File: config.mk
export PLATFORM = sky130hd
export DESIGN_NAME = kline_frame_receiver_unit
export DESIGN_NICKNAME = d
export VERILOG_FILES = /design/src/design/kfr_pkg.sv /design/src/design/kline_frame_receiver_unit.sv /design/src/design/kfr_in_stage.sv /design/src/design/kfr_core.sv /design/src/design/kfr_out_stage.sv
export SDC_FILE = /design/constraint.sdc
export NUM_CORES = 1
export LEC_CHECK = 0
export BUFFER_PORTS_ARGS = -buffer_cell sky130_fd_sc_hd__clkbuf_2
export CAP_MARGIN = 20
export CORE_AREA = 2 2 99 101
export DETAILED_ROUTE_END_ITERATION = 8
export DIE_AREA = 0 0 101 103
export PLACE_DENSITY = 0.63
export RECOVER_POWER = 50
export SETUP_SLACK_MARGIN = 0.1
export SYNTH_ARGS = -nofsm -noshare
export SYNTH_HDL_FRONTEND = slang
export SYNTH_HIERARCHICAL = 1
export SYNTH_SLANG_ARGS = --single-unit
File: constraint.sdc
create_clock -name clk -period 10.2 [get_ports clk]
set_input_delay 2.04 -clock clk [delete_from_list [all_inputs] [get_ports clk]]
set_output_delay 2.04 -clock clk [all_outputs]
set_load 0.01 [all_outputs]
File: src/design/kfr_pkg.sv
// ----------------------------------------------------------------------------
// kfr_pkg
// Shared types and constants of the K-line frame receiver.
// ----------------------------------------------------------------------------
package kfr_pkg;

  localparam int unsigned OP_W      = 2;
  localparam int unsigned BYTE_W    = 8;
  localparam int unsigned POS_W     = 7;
  localparam int unsigned STATUS_W  = 2;
  localparam int unsigned MS_W      = 10;

  localparam logic [MS_W-1:0] TIMEOUT_MS_RESET = MS_W'(120);

  // operation codes of an input beat
  localparam logic [OP_W-1:0] OP_BYTE = 2'd0;
  localparam logic [OP_W-1:0] OP_TICK = 2'd1;
  localparam logic [OP_W-1:0] OP_ARM  = 2'd2;

  // result status codes
  localparam logic [STATUS_W-1:0] ST_MID     = 2'd0;
  localparam logic [STATUS_W-1:0] ST_GOOD    = 2'd1;
  localparam logic [STATUS_W-1:0] ST_BAD     = 2'd2;
  localparam logic [STATUS_W-1:0] ST_TIMEOUT = 2'd3;

  // format byte: top bits 10, low six bits give the data length
  localparam logic [BYTE_W-1:0] FMT_MASK = 8'hC0;
  localparam logic [BYTE_W-1:0] FMT_MARK = 8'h80;
  localparam logic [BYTE_W-1:0] LEN_MASK = 8'h3F;
  // format byte, two address bytes and checksum around the data
  localparam logic [POS_W-1:0]  FRAME_OVERHEAD = 7'd4;

  typedef struct packed {
    logic [OP_W-1:0]   op;
    logic [BYTE_W-1:0] rx_byte;
  } item_t;

  typedef struct packed {
    logic [BYTE_W-1:0]   data_byte;
    logic [POS_W-1:0]    position;
    logic                last;
    logic [STATUS_W-1:0] status;
  } result_t;

endpackage

File: src/design/kline_frame_receiver_unit.sv
// ----------------------------------------------------------------------------
// kline_frame_receiver_unit
// K-line frame receiver: frames bytes from a UART stream and checks the sum.
// ----------------------------------------------------------------------------
// Input channel (in_valid/in_ready): one beat per item, op selects a received
// byte (rx_byte), a one-millisecond tick, or an arm command.
// Output channel (out_valid/out_ready): at most one result beat per item,
// carrying data_byte, position, last and status.
// Config channel (cfg_valid/cfg_ready): cfg_data writes timeout_ms; cfg_ready
// is always high. Write it only while the block is idle.
// Path: an accepted item is captured in the input register, and its result
// is then registered in the result register.
// Throughput: one item per cycle unless a result stalls on out_ready; the state
// update is one pass of logic between the input register and the result register.
// Reset: the receiver is disarmed, both registers are empty and timeout_ms
// returns to TIMEOUT_RESET, 120 by default.
// Stall: while a result waits on a low out_ready, the held item stays in the
// input register and in_ready drops once that register is occupied.
// ----------------------------------------------------------------------------
module kline_frame_receiver_unit #(
  parameter logic [kfr_pkg::MS_W-1:0] TIMEOUT_RESET = kfr_pkg::TIMEOUT_MS_RESET
) (
  input  logic                             clk,
  input  logic                             rst,
  input  logic                             in_valid,
  output logic                             in_ready,
  input  logic [kfr_pkg::OP_W-1:0]         op,
  input  logic [kfr_pkg::BYTE_W-1:0]       rx_byte,
  output logic                             out_valid,
  input  logic                             out_ready,
  output logic [kfr_pkg::BYTE_W-1:0]       data_byte,
  output logic [kfr_pkg::POS_W-1:0]        position,
  output logic                             last,
  output logic [kfr_pkg::STATUS_W-1:0]     status,
  input  logic                             cfg_valid,
  output logic                             cfg_ready,
  input  logic [kfr_pkg::MS_W-1:0]         cfg_data
);
  import kfr_pkg::*;

  logic            [MS_W-1:0] timeout_ms;
  item_t   in_item;
  item_t   held_item;
  logic    held_valid;
  logic    can_load;
  logic    step;
  logic    res_valid;
  result_t res;
  result_t out_res;

  assign cfg_ready = 1'b1;

  always_ff @(posedge clk) begin
    if (rst) begin
      timeout_ms <= TIMEOUT_RESET;
    end else if (cfg_valid) begin
      timeout_ms <= cfg_data;
    end
  end

  assign in_item.op      = op;
  assign in_item.rx_byte = rx_byte;
  // advance the held item whenever the result register has room
  assign step = held_valid && can_load;

  kfr_in_stage u_in (
    .clk        (clk),
    .rst        (rst),
    .in_valid   (in_valid),
    .in_ready   (in_ready),
    .in_item    (in_item),
    .take       (can_load),
    .held_valid (held_valid),
    .held_item  (held_item)
  );

  kfr_core u_core (
    .clk        (clk),
    .rst        (rst),
    .timeout_ms (timeout_ms),
    .step       (step),
    .item       (held_item),
    .res_valid  (res_valid),
    .res        (res)
  );

  kfr_out_stage u_out (
    .clk       (clk),
    .rst       (rst),
    .load      (step),
    .res_valid (res_valid),
    .res       (res),
    .can_load  (can_load),
    .out_valid (out_valid),
    .out_ready (out_ready),
    .out_res   (out_res)
  );

  assign data_byte = out_res.data_byte;
  assign position  = out_res.position;
  assign last      = out_res.last;
  assign status    = out_res.status;

endmodule

File: src/design/kfr_in_stage.sv
// ----------------------------------------------------------------------------
// kfr_in_stage
// Input register: captures one beat and holds it until the core takes it.
// ----------------------------------------------------------------------------
module kfr_in_stage (
  input  logic           clk,
  input  logic           rst,
  input  logic           in_valid,
  output logic           in_ready,
  input  kfr_pkg::item_t in_item,
  input  logic           take,
  output logic           held_valid,
  output kfr_pkg::item_t held_item
);
  import kfr_pkg::*;

  logic  held;
  item_t item;

  assign in_ready   = !held || take;
  assign held_valid = held;
  assign held_item  = item;

  always_ff @(posedge clk) begin
    if (rst) begin
      held <= 1'b0;
    end else if (in_ready) begin
      held <= in_valid;
    end
  end

  always_ff @(posedge clk) begin
    if (in_valid && in_ready) begin
      item <= in_item;
    end
  end

endmodule

File: src/design/kfr_core.sv
// ----------------------------------------------------------------------------
// kfr_core
// Frame state: arming, format detection, checksum and millisecond timeout.
// ----------------------------------------------------------------------------
module kfr_core (
  input  logic                          clk,
  input  logic                          rst,
  input  logic [kfr_pkg::MS_W-1:0]      timeout_ms,
  input  logic                          step,
  input  kfr_pkg::item_t                item,
  output logic                          res_valid,
  output kfr_pkg::result_t              res
);
  import kfr_pkg::*;

  logic              armed,        armed_next;
  logic [POS_W-1:0]  bytes_seen,   bytes_seen_next;
  logic [POS_W-1:0]  frame_length, frame_length_next;
  logic [BYTE_W-1:0] running_sum,  running_sum_next;
  logic [MS_W-1:0]   elapsed_ms,   elapsed_ms_next;

  logic [MS_W-1:0]   elapsed_inc;
  logic [POS_W-1:0]  len_eff;
  logic [POS_W:0]    pos_plus;
  logic              is_fmt;

  always_comb begin
    elapsed_inc = (elapsed_ms == {MS_W{1'b1}}) ? elapsed_ms : elapsed_ms + 1'b1;
    is_fmt      = (item.rx_byte & FMT_MASK) == FMT_MARK;
    len_eff     = (bytes_seen == '0)
                  ? FRAME_OVERHEAD + POS_W'(item.rx_byte & LEN_MASK)
                  : frame_length;
    pos_plus    = {1'b0, bytes_seen} + 1'b1;

    armed_next        = armed;
    bytes_seen_next   = bytes_seen;
    frame_length_next = frame_length;
    running_sum_next  = running_sum;
    elapsed_ms_next   = elapsed_ms;
    res_valid         = 1'b0;
    res.data_byte     = item.rx_byte;
    res.position      = bytes_seen;
    res.last          = 1'b0;
    res.status        = ST_MID;

    if (step) begin
      if (item.op == OP_ARM) begin
        armed_next        = 1'b1;
        bytes_seen_next   = '0;
        frame_length_next = '0;
        running_sum_next  = '0;
        elapsed_ms_next   = '0;
      end else if (armed && item.op == OP_TICK) begin
        elapsed_ms_next = elapsed_inc;
        if (elapsed_inc >= timeout_ms) begin
          res_valid     = 1'b1;
          res.data_byte = '0;
          res.last      = 1'b1;
          res.status    = ST_TIMEOUT;
          armed_next    = 1'b0;
        end
      end else if (armed && item.op == OP_BYTE && (bytes_seen != '0 || is_fmt)) begin
        res_valid         = 1'b1;
        frame_length_next = len_eff;
        bytes_seen_next   = pos_plus[POS_W-1:0];
        elapsed_ms_next   = '0;
        if (pos_plus >= {1'b0, len_eff}) begin
          // checksum byte ends the frame
          res.last   = 1'b1;
          res.status = (running_sum == item.rx_byte) ? ST_GOOD : ST_BAD;
          armed_next = 1'b0;
        end else begin
          running_sum_next = running_sum + item.rx_byte;
        end
      end
    end
  end

  always_ff @(posedge clk) begin
    if (rst) begin
      armed        <= 1'b0;
      bytes_seen   <= '0;
      frame_length <= '0;
      running_sum  <= '0;
      elapsed_ms   <= '0;
    end else begin
      armed        <= armed_next;
      bytes_seen   <= bytes_seen_next;
      frame_length <= frame_length_next;
      running_sum  <= running_sum_next;
      elapsed_ms   <= elapsed_ms_next;
    end
  end

endmodule

File: src/design/kfr_out_stage.sv
// ----------------------------------------------------------------------------
// kfr_out_stage
// Result register: holds a result beat until the receiver takes it.
// ----------------------------------------------------------------------------
module kfr_out_stage (
  input  logic             clk,
  input  logic             rst,
  input  logic             load,
  input  logic             res_valid,
  input  kfr_pkg::result_t res,
  output logic             can_load,
  output logic             out_valid,
  input  logic             out_ready,
  output kfr_pkg::result_t out_res
);
  import kfr_pkg::*;

  logic    full;
  result_t held;

  assign can_load  = !full || out_ready;
  assign out_valid = full;
  assign out_res   = held;

  always_ff @(posedge clk) begin
    if (rst) begin
      full <= 1'b0;
    end else if (load) begin
      full <= res_valid;
    end else if (out_ready) begin
      full <= 1'b0;
    end
  end

  always_ff @(posedge clk) begin
    if (load && res_valid) begin
      held <= res;
    end
  end

endmodule
After elaboration in Yosys (flattened, before gate mapping):

Index checks and enable logic that the tools add are counted.

* bits of input ports: 25
* word-level logic and storage cells: 88
* output and inout port bits: 21
* register bits: 73

* mux-type cells: 36
* reduce and logical (&&, ||, !) cells: 23
* $add $sub $neg: 4
* equal/unequal tests: 8
* bitwise gates (word level): 1
* $lt $le $gt $ge: 2

Operator list (number)
* two-way mux 8 bit: 8
* two-way mux 7 bit: 7
* two-way mux 10 bit: 4
* two-way mux 1 bit: 12
* two-way mux 3 bit: 4
* adder 10 x 1 -> 10 bit, second input constant: 1
* equality test 10 bit, second input constant: 1
* >= comparator 10 bit: 1
* adder 7 x 1 -> 8 bit, second input constant: 1
* adder 8 bit: 1
* equality test 8 bit: 1
* >= comparator 8 x 7 -> 1 bit: 1
* AND reduction 4 bit: 2
* adder 3 x 6 -> 7 bit, first input constant: 1
* logical NOT 7 bit: 1
* nonzero test 7 bit: 1
* logical AND 1 bit: 6
* nonzero test 3 bit: 2
* equality test 2 bit, second input constant: 2
* inequality test 2 x 1 -> 1 bit, second input constant: 2
* nonzero test 2 bit: 2
* logical OR 1 bit: 3
* inequality test 3 x 2 -> 1 bit, second input constant: 1
* AND reduction 3 bit: 1
* 7 further kinds: 8

Logic depth before layout (Yosys ltp):

Gate-level depths: netlist of run 1.

* word-level depth: 8
* gate-level depth with buffers: 15
* mapped depth without buffers: 14

Hierarchy:

Netlist of run 1, hierarchy kept.

Modules (own cells, without submodules)
* kfr_core: times used 1, cells each 340, area an instance 2776.4 µm², seq. area each 660.6 µm²
* kfr_out_stage: times used 1, cells each 23, area an instance 600.6 µm², seq. area each 560.5 µm²
* kline_frame_receiver_unit: times used 1, cells each 35, area an instance 380.4 µm², seq. area each 200.2 µm²
* kfr_in_stage: times used 1, cells each 15, area an instance 355.3 µm², seq. area each 320.3 µm²

Worst setup path before layout of run 1:

OpenSTA, ideal clock, no wires.

* path kind: input -> output
* from: input port out_ready
* to: output port in_ready
* stages: 2
* buffers on the path: 0
* setup slack: 5.839 ns
* data arrival time: 2.321 ns
* required time: 8.160 ns
* cells stage by stage: nand2b_4 nand2b_4

* longest elaborated chain between the ends: 2

RTL lines
* start, declared: RTL line kline_frame_receiver_unit.sv:30 `input logic out_ready,`
* logical OR 1 bit: RTL line kfr_out_stage.sv:21 `assign can_load = !full || out_ready;`
* logical OR 1 bit: RTL line kfr_in_stage.sv:20 `assign in_ready = !held || take;`
* end, declared: RTL line kline_frame_receiver_unit.sv:26 `output logic in_ready,`

Every way passes these cells.

Final worst setup path of run 1:

* from: input port out_ready
* to: output port in_ready

* longest elaborated chain between the ends: 2

RTL lines
* logical OR 1 bit: RTL line kfr_out_stage.sv:21
* net can_load: RTL line kline_frame_receiver_unit.sv:45 `logic can_load;`
* logical OR 1 bit: RTL line kfr_in_stage.sv:20

The timed path passes the listed nets, and every way through them passes these cells.

==> results of run 1 <==
logic make-up (layout without fill, tap and decap cells):
family / after synthesis / after routing / synth area share [%]
adders and majority gates: 29 / 29 / 9.01
AOI/OAI and AO/OA: 82 / 82 / 13.4
muxes: 17 / 17 / 4.32
buffers and inverters: 40 / 79 / 5.78
xor gates and xnor gates: 16 / 16 / 3.41
and+or+nand+nor: 155 / 155 / 21.7
other: 1 / 1 / 0.0912
DFF: 73 / 73 / 42.3
final timing paths:
kind                                                to  slack (ns)  depth (start not counted)
worst min-delay path            u_core/frame_length[5]        0.46                          2
worst min register to register  u_core/frame_length[5]        0.46                          2
worst max-delay path                          in_ready        5.54                          4
worst max register to register       u_out/out_res[17]        6.11                         12
per-layer routing:
metal  track usage, %  share of wire, %  up-vias  wire, um
met2             24.7                44       51      3540
li1                 -                 -     1556         -
met5                0                 0        -         0
met3             3.12               3.7       10       300
met4             8.11               2.1        0       169
met1             22.5                50     1366      4030
metrics by stage:
stage	instance area, um^2	util [%]	std cells	hold slack, ns
final	4500	47.6	566	0.462
after global routing	4500	47.6	566	0.499
after CTS	4540	48.0	566	0.461
after detailed placement	4310	45.6	550	0.451
after global placement	4310	45.6	550	0.442
after floorplan	4110	-	413	0.409
critical path: cells and delay by family:
family	cells	cell delay, ns
AND/OR/NAND/NOR	2	0.36
buffers and inverters	2	0.21
where the power goes:
group | total, mW | switching (mW) | internal [mW]
clock network | 0.256 | 0.113 | 0.143
logic | 0.0554 | 0.0306 | 0.0248
registers | 0.319 | 0.00891 | 0.310
total | 0.630 | 0.153 | 0.478
state kept, by name (all words and copies together) (netlist names):
name                 flops
u_core/bytes_seen        7
u_core/frame_length      7
u_core/running_sum       8
u_in/held_valid          1
u_out/out_res           18
u_in/held_item          10
u_core/armed             1
u_core/elapsed_ms       10
u_out/out_valid          1
timeout_ms              10
cell usage in the layout (no fill, tap or decap), drive strengths merged, types with 4 or more instances in the layout:
master and count:
clkbuf 55, dfxtp 45, a21oi 37, nor2 36, ha 28, edfxtp 28
nand3 23, inv 20, nand2 18, nor3 18, mux2i 14, and2 12
nand2b 11, xnor2 9, o21ai 9, xor2 7, nor2b 6, nor3b 6
and3 5, o21a 5, a211o 4, a31oi 4, a22oi 4
area by class of cell:
class | instances | area (um^2) | area share [%]
multi-input cells | 300 | 2120 | 47.0
well taps | 114 | 143 | 3.17
clock inverters | 5 | 57.6 | 1.28
flip-flops and latches | 73 | 1740 | 38.7
repair buffers | 44 | 195 | 4.34
clock buffers | 11 | 174 | 3.87
inverters | 19 | 71.3 | 1.59
==> reports/metrics.csv, run 1 <==
metric;value;unit
FF+latch count, synth;73;
Iter 0 DRT Violations;155;
post-place setup slack;5.60;ns
total CTS buffers;9;
unrepaired setup endpoints after global routing;false;
Setup crit end kind;primary output;
status;complete, but fails checks;
power per standard cell area;140;nW/um^2
row count;36;
Leak;1.77;nW
Tot Pwr;0.630;mW
fin crit share;45.7;%
post-synth top area share;21.9;%
post-route ant nets;0;
global-route wire length before repair;13100;um
Cell variety after synth;73;
Die X;101;um
post-CTS sizing;0;
IO Pins;46;
sequential share of the synthesized area;42.3;%
Post-synth top flop;dfxtp_1;
area of the core;9460;um^2
peak supply drop;0.0701;mV
violated checks;capacitance limit, slew limit;
most frequent cell after synthesis;dfxtp_1;
CP cell instances;clkbuf_2, nand2b_1, nand2b_1, clkbuf_2;
nets;501;
area leader, netlist;dfxtp_1;
Antenna Diode Count;0;
Fmax achieved;0.214;GHz
Slew HR;-47.7;%
via count;2983;
Setup crit start;out_ready;
Synth area leaders;dfxtp_1, edfxtp_1, ha_1, a21oi_1, mux2i_1;
initial antenna violation count;0;
CTS root buf;clkbuf_8;
Post-synth EDFFs;28;
CTS Hold Bufs;0;
number of global-route vias before repair;2718;
Min-Delay Startpoint;u_core/frame_length[5];
Setup TNS;0;ns
worst setup margin;5.54;ns
GRT Overall Usage;16.3;%
Post-Synthesis Cell Area;4110;um^2
synthesized netlist cell count;413;
minimum clock period;4.66;ns
setup violators final;0;
DPL Wire Length;5750;um
1st-pass router iterations;4;
maxcap violations;1;
Syn Nets;467;
Post-Route WL;8050;um
slowest cell on the critical path;nand2b_1;
global route overflow;0;
syn_area_per_cell;9.96;um^2
layout cell share with drive strength beyond 1;14.6;%
Slew Limit Fails;48;
most frequent cells after synthesis;dfxtp_1, nor2_1, a21oi_1, edfxtp_1, ha_1;
clock-pin slew on the worst setup and hold paths;0.08;ns
CP max FO;3;
deepest clock path buffer count;2;
Setup Skew;0.00987;ns
Startpoint Class;input pin;
Port Buffers;44;
Filler Cell Count;905;
Req. time, crit path;8.16;ns
CTS sink cnt;73;
htree depth;3;
Slew @ Worst Pin;2.22;ns
Reg-to-Reg Start;u_core/elapsed_ms[0];
Worst EP arrival;2.62;ns
YS warnings;6;
CP peak stage delay;0.20;ns
largest net degree at the start of global routing;48;
# DRC;0;
GP Congestion;0.907;
worst hold path type;flip-flop to flip-flop;
Final Hold Vio Count;0;
critical path type;input pin to primary output;
CTS tree;built;
layout overhead on the synthesized area;9.37;%
Starting Density;43.5;%
DR WL/cell;14.2;um
Die Y;103;um
Clk Latency, worst-skew pair;0.36;ns
Post-CTS Setup Inserts;0;
Async S/R FF share, synth;0;%
DR vias/cell;5.27;
DIE AREA;10400;um^2
(Power assumes the default switching activity.)
==> run 2, diff against run 1 <==
--- a/config.mk
+++ b/config.mk
@@ -5,12 +5,13 @@
 export SDC_FILE = /design/constraint.sdc
 export NUM_CORES = 1
 export LEC_CHECK = 0
+export ABC_AREA = 1
 export BUFFER_PORTS_ARGS = -buffer_cell sky130_fd_sc_hd__clkbuf_2
 export CAP_MARGIN = 20
 export CORE_AREA = 2 2 99 101
 export DETAILED_ROUTE_END_ITERATION = 8
 export DIE_AREA = 0 0 101 103
-export PLACE_DENSITY = 0.63
+export PLACE_DENSITY = 0.66
 export RECOVER_POWER = 50
 export SETUP_SLACK_MARGIN = 0.1
 export SYNTH_ARGS = -nofsm -noshare
==> constraint.sdc (replaced) <==
create_clock -name clk -period 4.2 [get_ports clk]
set_input_delay 0.84 -clock clk [delete_from_list [all_inputs] [get_ports clk]]
set_output_delay 0.84 -clock clk [all_outputs]
set_load 0.01 [all_outputs]
==> run 2 against run 1 <==
The flow now finishes without violations. Routed wire length up 7.3%. Non-clock buffer count unchanged. Clock skew is 0.0014 ns higher. Critical path depth up 12. Cell area up 1.8%. Critical path type is now flip-flop to flip-flop.
==> reports/metrics.csv, run 2 <==
metric;value;unit;change
DR vias/cell;4.91;;was 5.27
Async S/R FF share, synth;0;%;unchanged
slowest cell on the critical path;inv_1;;was nand2b_1
most frequent cell after synthesis;nand2_1;;was dfxtp_1
Leak;2.18;nW;was 1.77 nW
Post-Route WL;8630;um;was 8050 um
power per standard cell area;342;nW/um^2;was 140 nW/um^2
Final Hold Vio Count;0;;unchanged
Post-synth EDFFs;28;;unchanged
Die X;101;um;unchanged
Setup TNS;0;ns;unchanged
cell area after layout;4580;um^2;was 4500 um^2
Fmax achieved;0.313;GHz;
YS warnings;6;;unchanged
DPL Wire Length;6270;um;was 5750 um
row count;36;;unchanged
status;completed;;was complete, but fails checks
Post-DP Area;4380;um^2;was 4310 um^2
htree depth;3;;unchanged
via count;3457;;was 2983
most frequent cells after synthesis;nand2_1, inv_1, nor2_1, dfxtp_1, a21oi_1;;was dfxtp_1, nor2_1, a21oi_1, edfxtp_1, ha_1
Slew Limit Fails;0;;was 48
deepest clock path buffer count;2;;unchanged
Synth area leaders;dfxtp_1, edfxtp_1, nand2_1, ha_1, inv_1;;was dfxtp_1, edfxtp_1, ha_1, a21oi_1, mux2i_1
Iter 0 DRT Violations;136;;was 155
global-route wire length before repair;14700;um;was 13100 um
Die Y;103;um;unchanged
CTS root buf;clkbuf_8;;unchanged
Starting Density;43.6;%;was 43.5%
Slew HR;6.05;%;was -47.7%
minimum clock period;3.19;ns;
# DRC;0;;unchanged
area leader, netlist;dfxtp_1;;unchanged
area of the core;9460;um^2;unchanged
largest net degree at the start of global routing;27;;was 48
Cell variety after synth;38;;was 73
Slew @ Worst Pin;1.41;ns;was 2.22 ns
setup slack, reg-to-reg;1.01;ns;was 6.11 ns
most common cell after layout, fill and taps aside;nand2_1;;was dfxtp_1
dpl cells;688;;was 550
syn_area_per_cell;7.59;um^2;was 9.96 um^2
global route overflow;0;;unchanged
Req. time, crit path;4.19;ns;was 8.16 ns
fin crit share;76.0;%;
DR WL/cell;12.3;um;was 14.2 um
worst path bufs/invs;2;;unchanged
CTS sink cnt;73;;unchanged
layout cell share with drive strength beyond 1;10.7;%;was 14.6%
post-place setup slack;1.01;ns;was 5.60 ns
CP peak stage delay;0.55;ns;was 0.20 ns
Largest register FFs;18;;unchanged
total CTS buffers;9;;unchanged
clock-pin slew on the worst setup and hold paths;0.07;ns;was 0.08 ns
1st-pass router iterations;4;;unchanged
Startpoint Class;flip-flop;;was input pin
sequential share of the synthesized area;42.2;%;was 42.3%
Setup crit end kind;flip-flop;;was primary output
post-CTS sizing;0;;unchanged
worst hold path type;flip-flop to flip-flop;;unchanged
Non-Filler Instances;704;;was 566
Clk Latency, worst-skew pair;0.36;ns;about the same
most frequent cells in the layout;nand2_1, inv_1, nor2_1;;was dfxtp_1, nor2_1, a21oi_1
smallest hold slack;0.462;ns;about the same
GP Congestion;0.885;;was 0.907
Post-CTS Setup Inserts;0;;unchanged
worst setup margin;1.01;ns;was 5.54 ns
Syn Nets;597;;was 467
cell family with most CP delay;simple AND/OR/NAND/NOR gates;;unchanged
synthesized netlist cell count;543;;was 413
critical path type;flip-flop to flip-flop;;was input pin to primary output
FF+latch count, synth;73;;unchanged
Port Buffers;44;;unchanged
layout overhead on the synthesized area;11.0;%;was 9.37%
post-synth top area share;21.8;%;was 21.9%
Worst EP arrival;3.19;ns;was 2.62 ns
DIE AREA;10400;um^2;unchanged
initial antenna violation count;0;;unchanged
post-route ant nets;0;;unchanged
Post-synth top flop;dfxtp_1;;unchanged
GRT Overall Usage;18.3;%;was 16.3%
unrepaired setup endpoints after global routing;false;;unchanged
CP max FO;18;;was 3
CP cell instances;ha_1, nand2_1, inv_2, nand4_2, nor2_2, nand2_2, o21a_1, ha_1, nand2_1, nand3_1, nand3_1, nand3_1, nor2_1, nor2_1, nand2_1, inv_1;;was clkbuf_2, nand2b_1, nand2b_1, clkbuf_2
peak supply drop;0.176;mV;was 0.0701 mV
maxcap violations;0;;was 1
Setup Skew;0.0113;ns;was 0.00987 ns
nets;639;;was 501
IO Pins;46;;unchanged
CTS tree;built;;unchanged
Post-Synthesis Cell Area;4120;um^2;was 4110 um^2
number of global-route vias before repair;3244;;was 2718
setup violators final;0;;unchanged
Antenna Diode Count;0;;unchanged
CTS Hold Bufs;0;;unchanged
[run 2: cell count changes after synthesis, moves of 14 or more]
cell / previous run / this run
inv_1: 19 / 79
mux2i_1: 14 / 0
nand2_1: 17 / 133
nor2_1: 35 / 65
nor3_1: 17 / 3
o21ai_0: 7 / 27
[run 2: area by class of cell]
cell class / count / area, um^2
flip-flops and latches: 73 / 1740
inverters: 86 / 324
repair buffers: 44 / 194
well taps: 114 / 143
clock buffers: 11 / 141
fillers: 942 / 4880
multi-input cells: 371 / 1950
clock inverters: 5 / 78.8
[run 2: per-layer routing]
| layer | GRT usage (%) | share of wire, % |
|---|---|---|
| met5 | 0 | 0 |
| met1 | 24.4 | 50 |
| met2 | 28.1 | 44 |
| met4 | 9.15 | 2.3 |
| met3 | 3.93 | 4.2 |
[run 2: worst paths after layout]
| path | depth (start not counted) | from | to |
|---|---|---|---|
| setup / recovery | 16 | u_core/elapsed_ms[0] | u_out/out_res[2] |
| hold reg to reg | 2 | u_core/frame_length[6] | u_core/frame_length[6] |
| setup reg to reg | 16 | u_core/elapsed_ms[0] | u_out/out_res[2] |
| hold / removal | 2 | u_core/frame_length[6] | u_core/frame_length[6] |
[run 2: cell families (layout without fill, tap and decap cells)]
family                   count (synthesis)  after routing  synth area share, %
other                                    1              1               0.0909
adder cells (fa/ha/maj)                 29             29                 8.98
flip-flops                              73             73                 42.2
AO/OA/AOI/OAI                           73             73                 9.68
XOR/XNOR                                10             10                 2.12
buffers and inverters                   99            146                 10.4
AND/OR/NAND/NOR                        258            258                 26.5
[run 2: where the power goes]
group / internal [mW] / total [mW] / switching (mW)
combinational: 0.0651 / 0.178 / 0.113
clock: 0.350 / 0.613 / 0.263
sequential: 0.756 / 0.773 / 0.0173
total: 1.17 / 1.56 / 0.394
[run 2: per-stage QoR]
| stage | util, % | total power [mW] |
|---|---|---|
| floorplan | - | 0.923 |
| global route | 48.4 | 1.65 |
| detailed placement | 46.3 | 0.967 |
| CTS | 48.7 | 1.58 |
| finish | 48.4 | 1.56 |
| global placement | 46.3 | 0.961 |
[run 2: tightest hold or removal path: stages, from the launching register on]
cell	delay (ns)
dfxtp_1	0.30
inv_1	0.06
a21oi_1	0.06
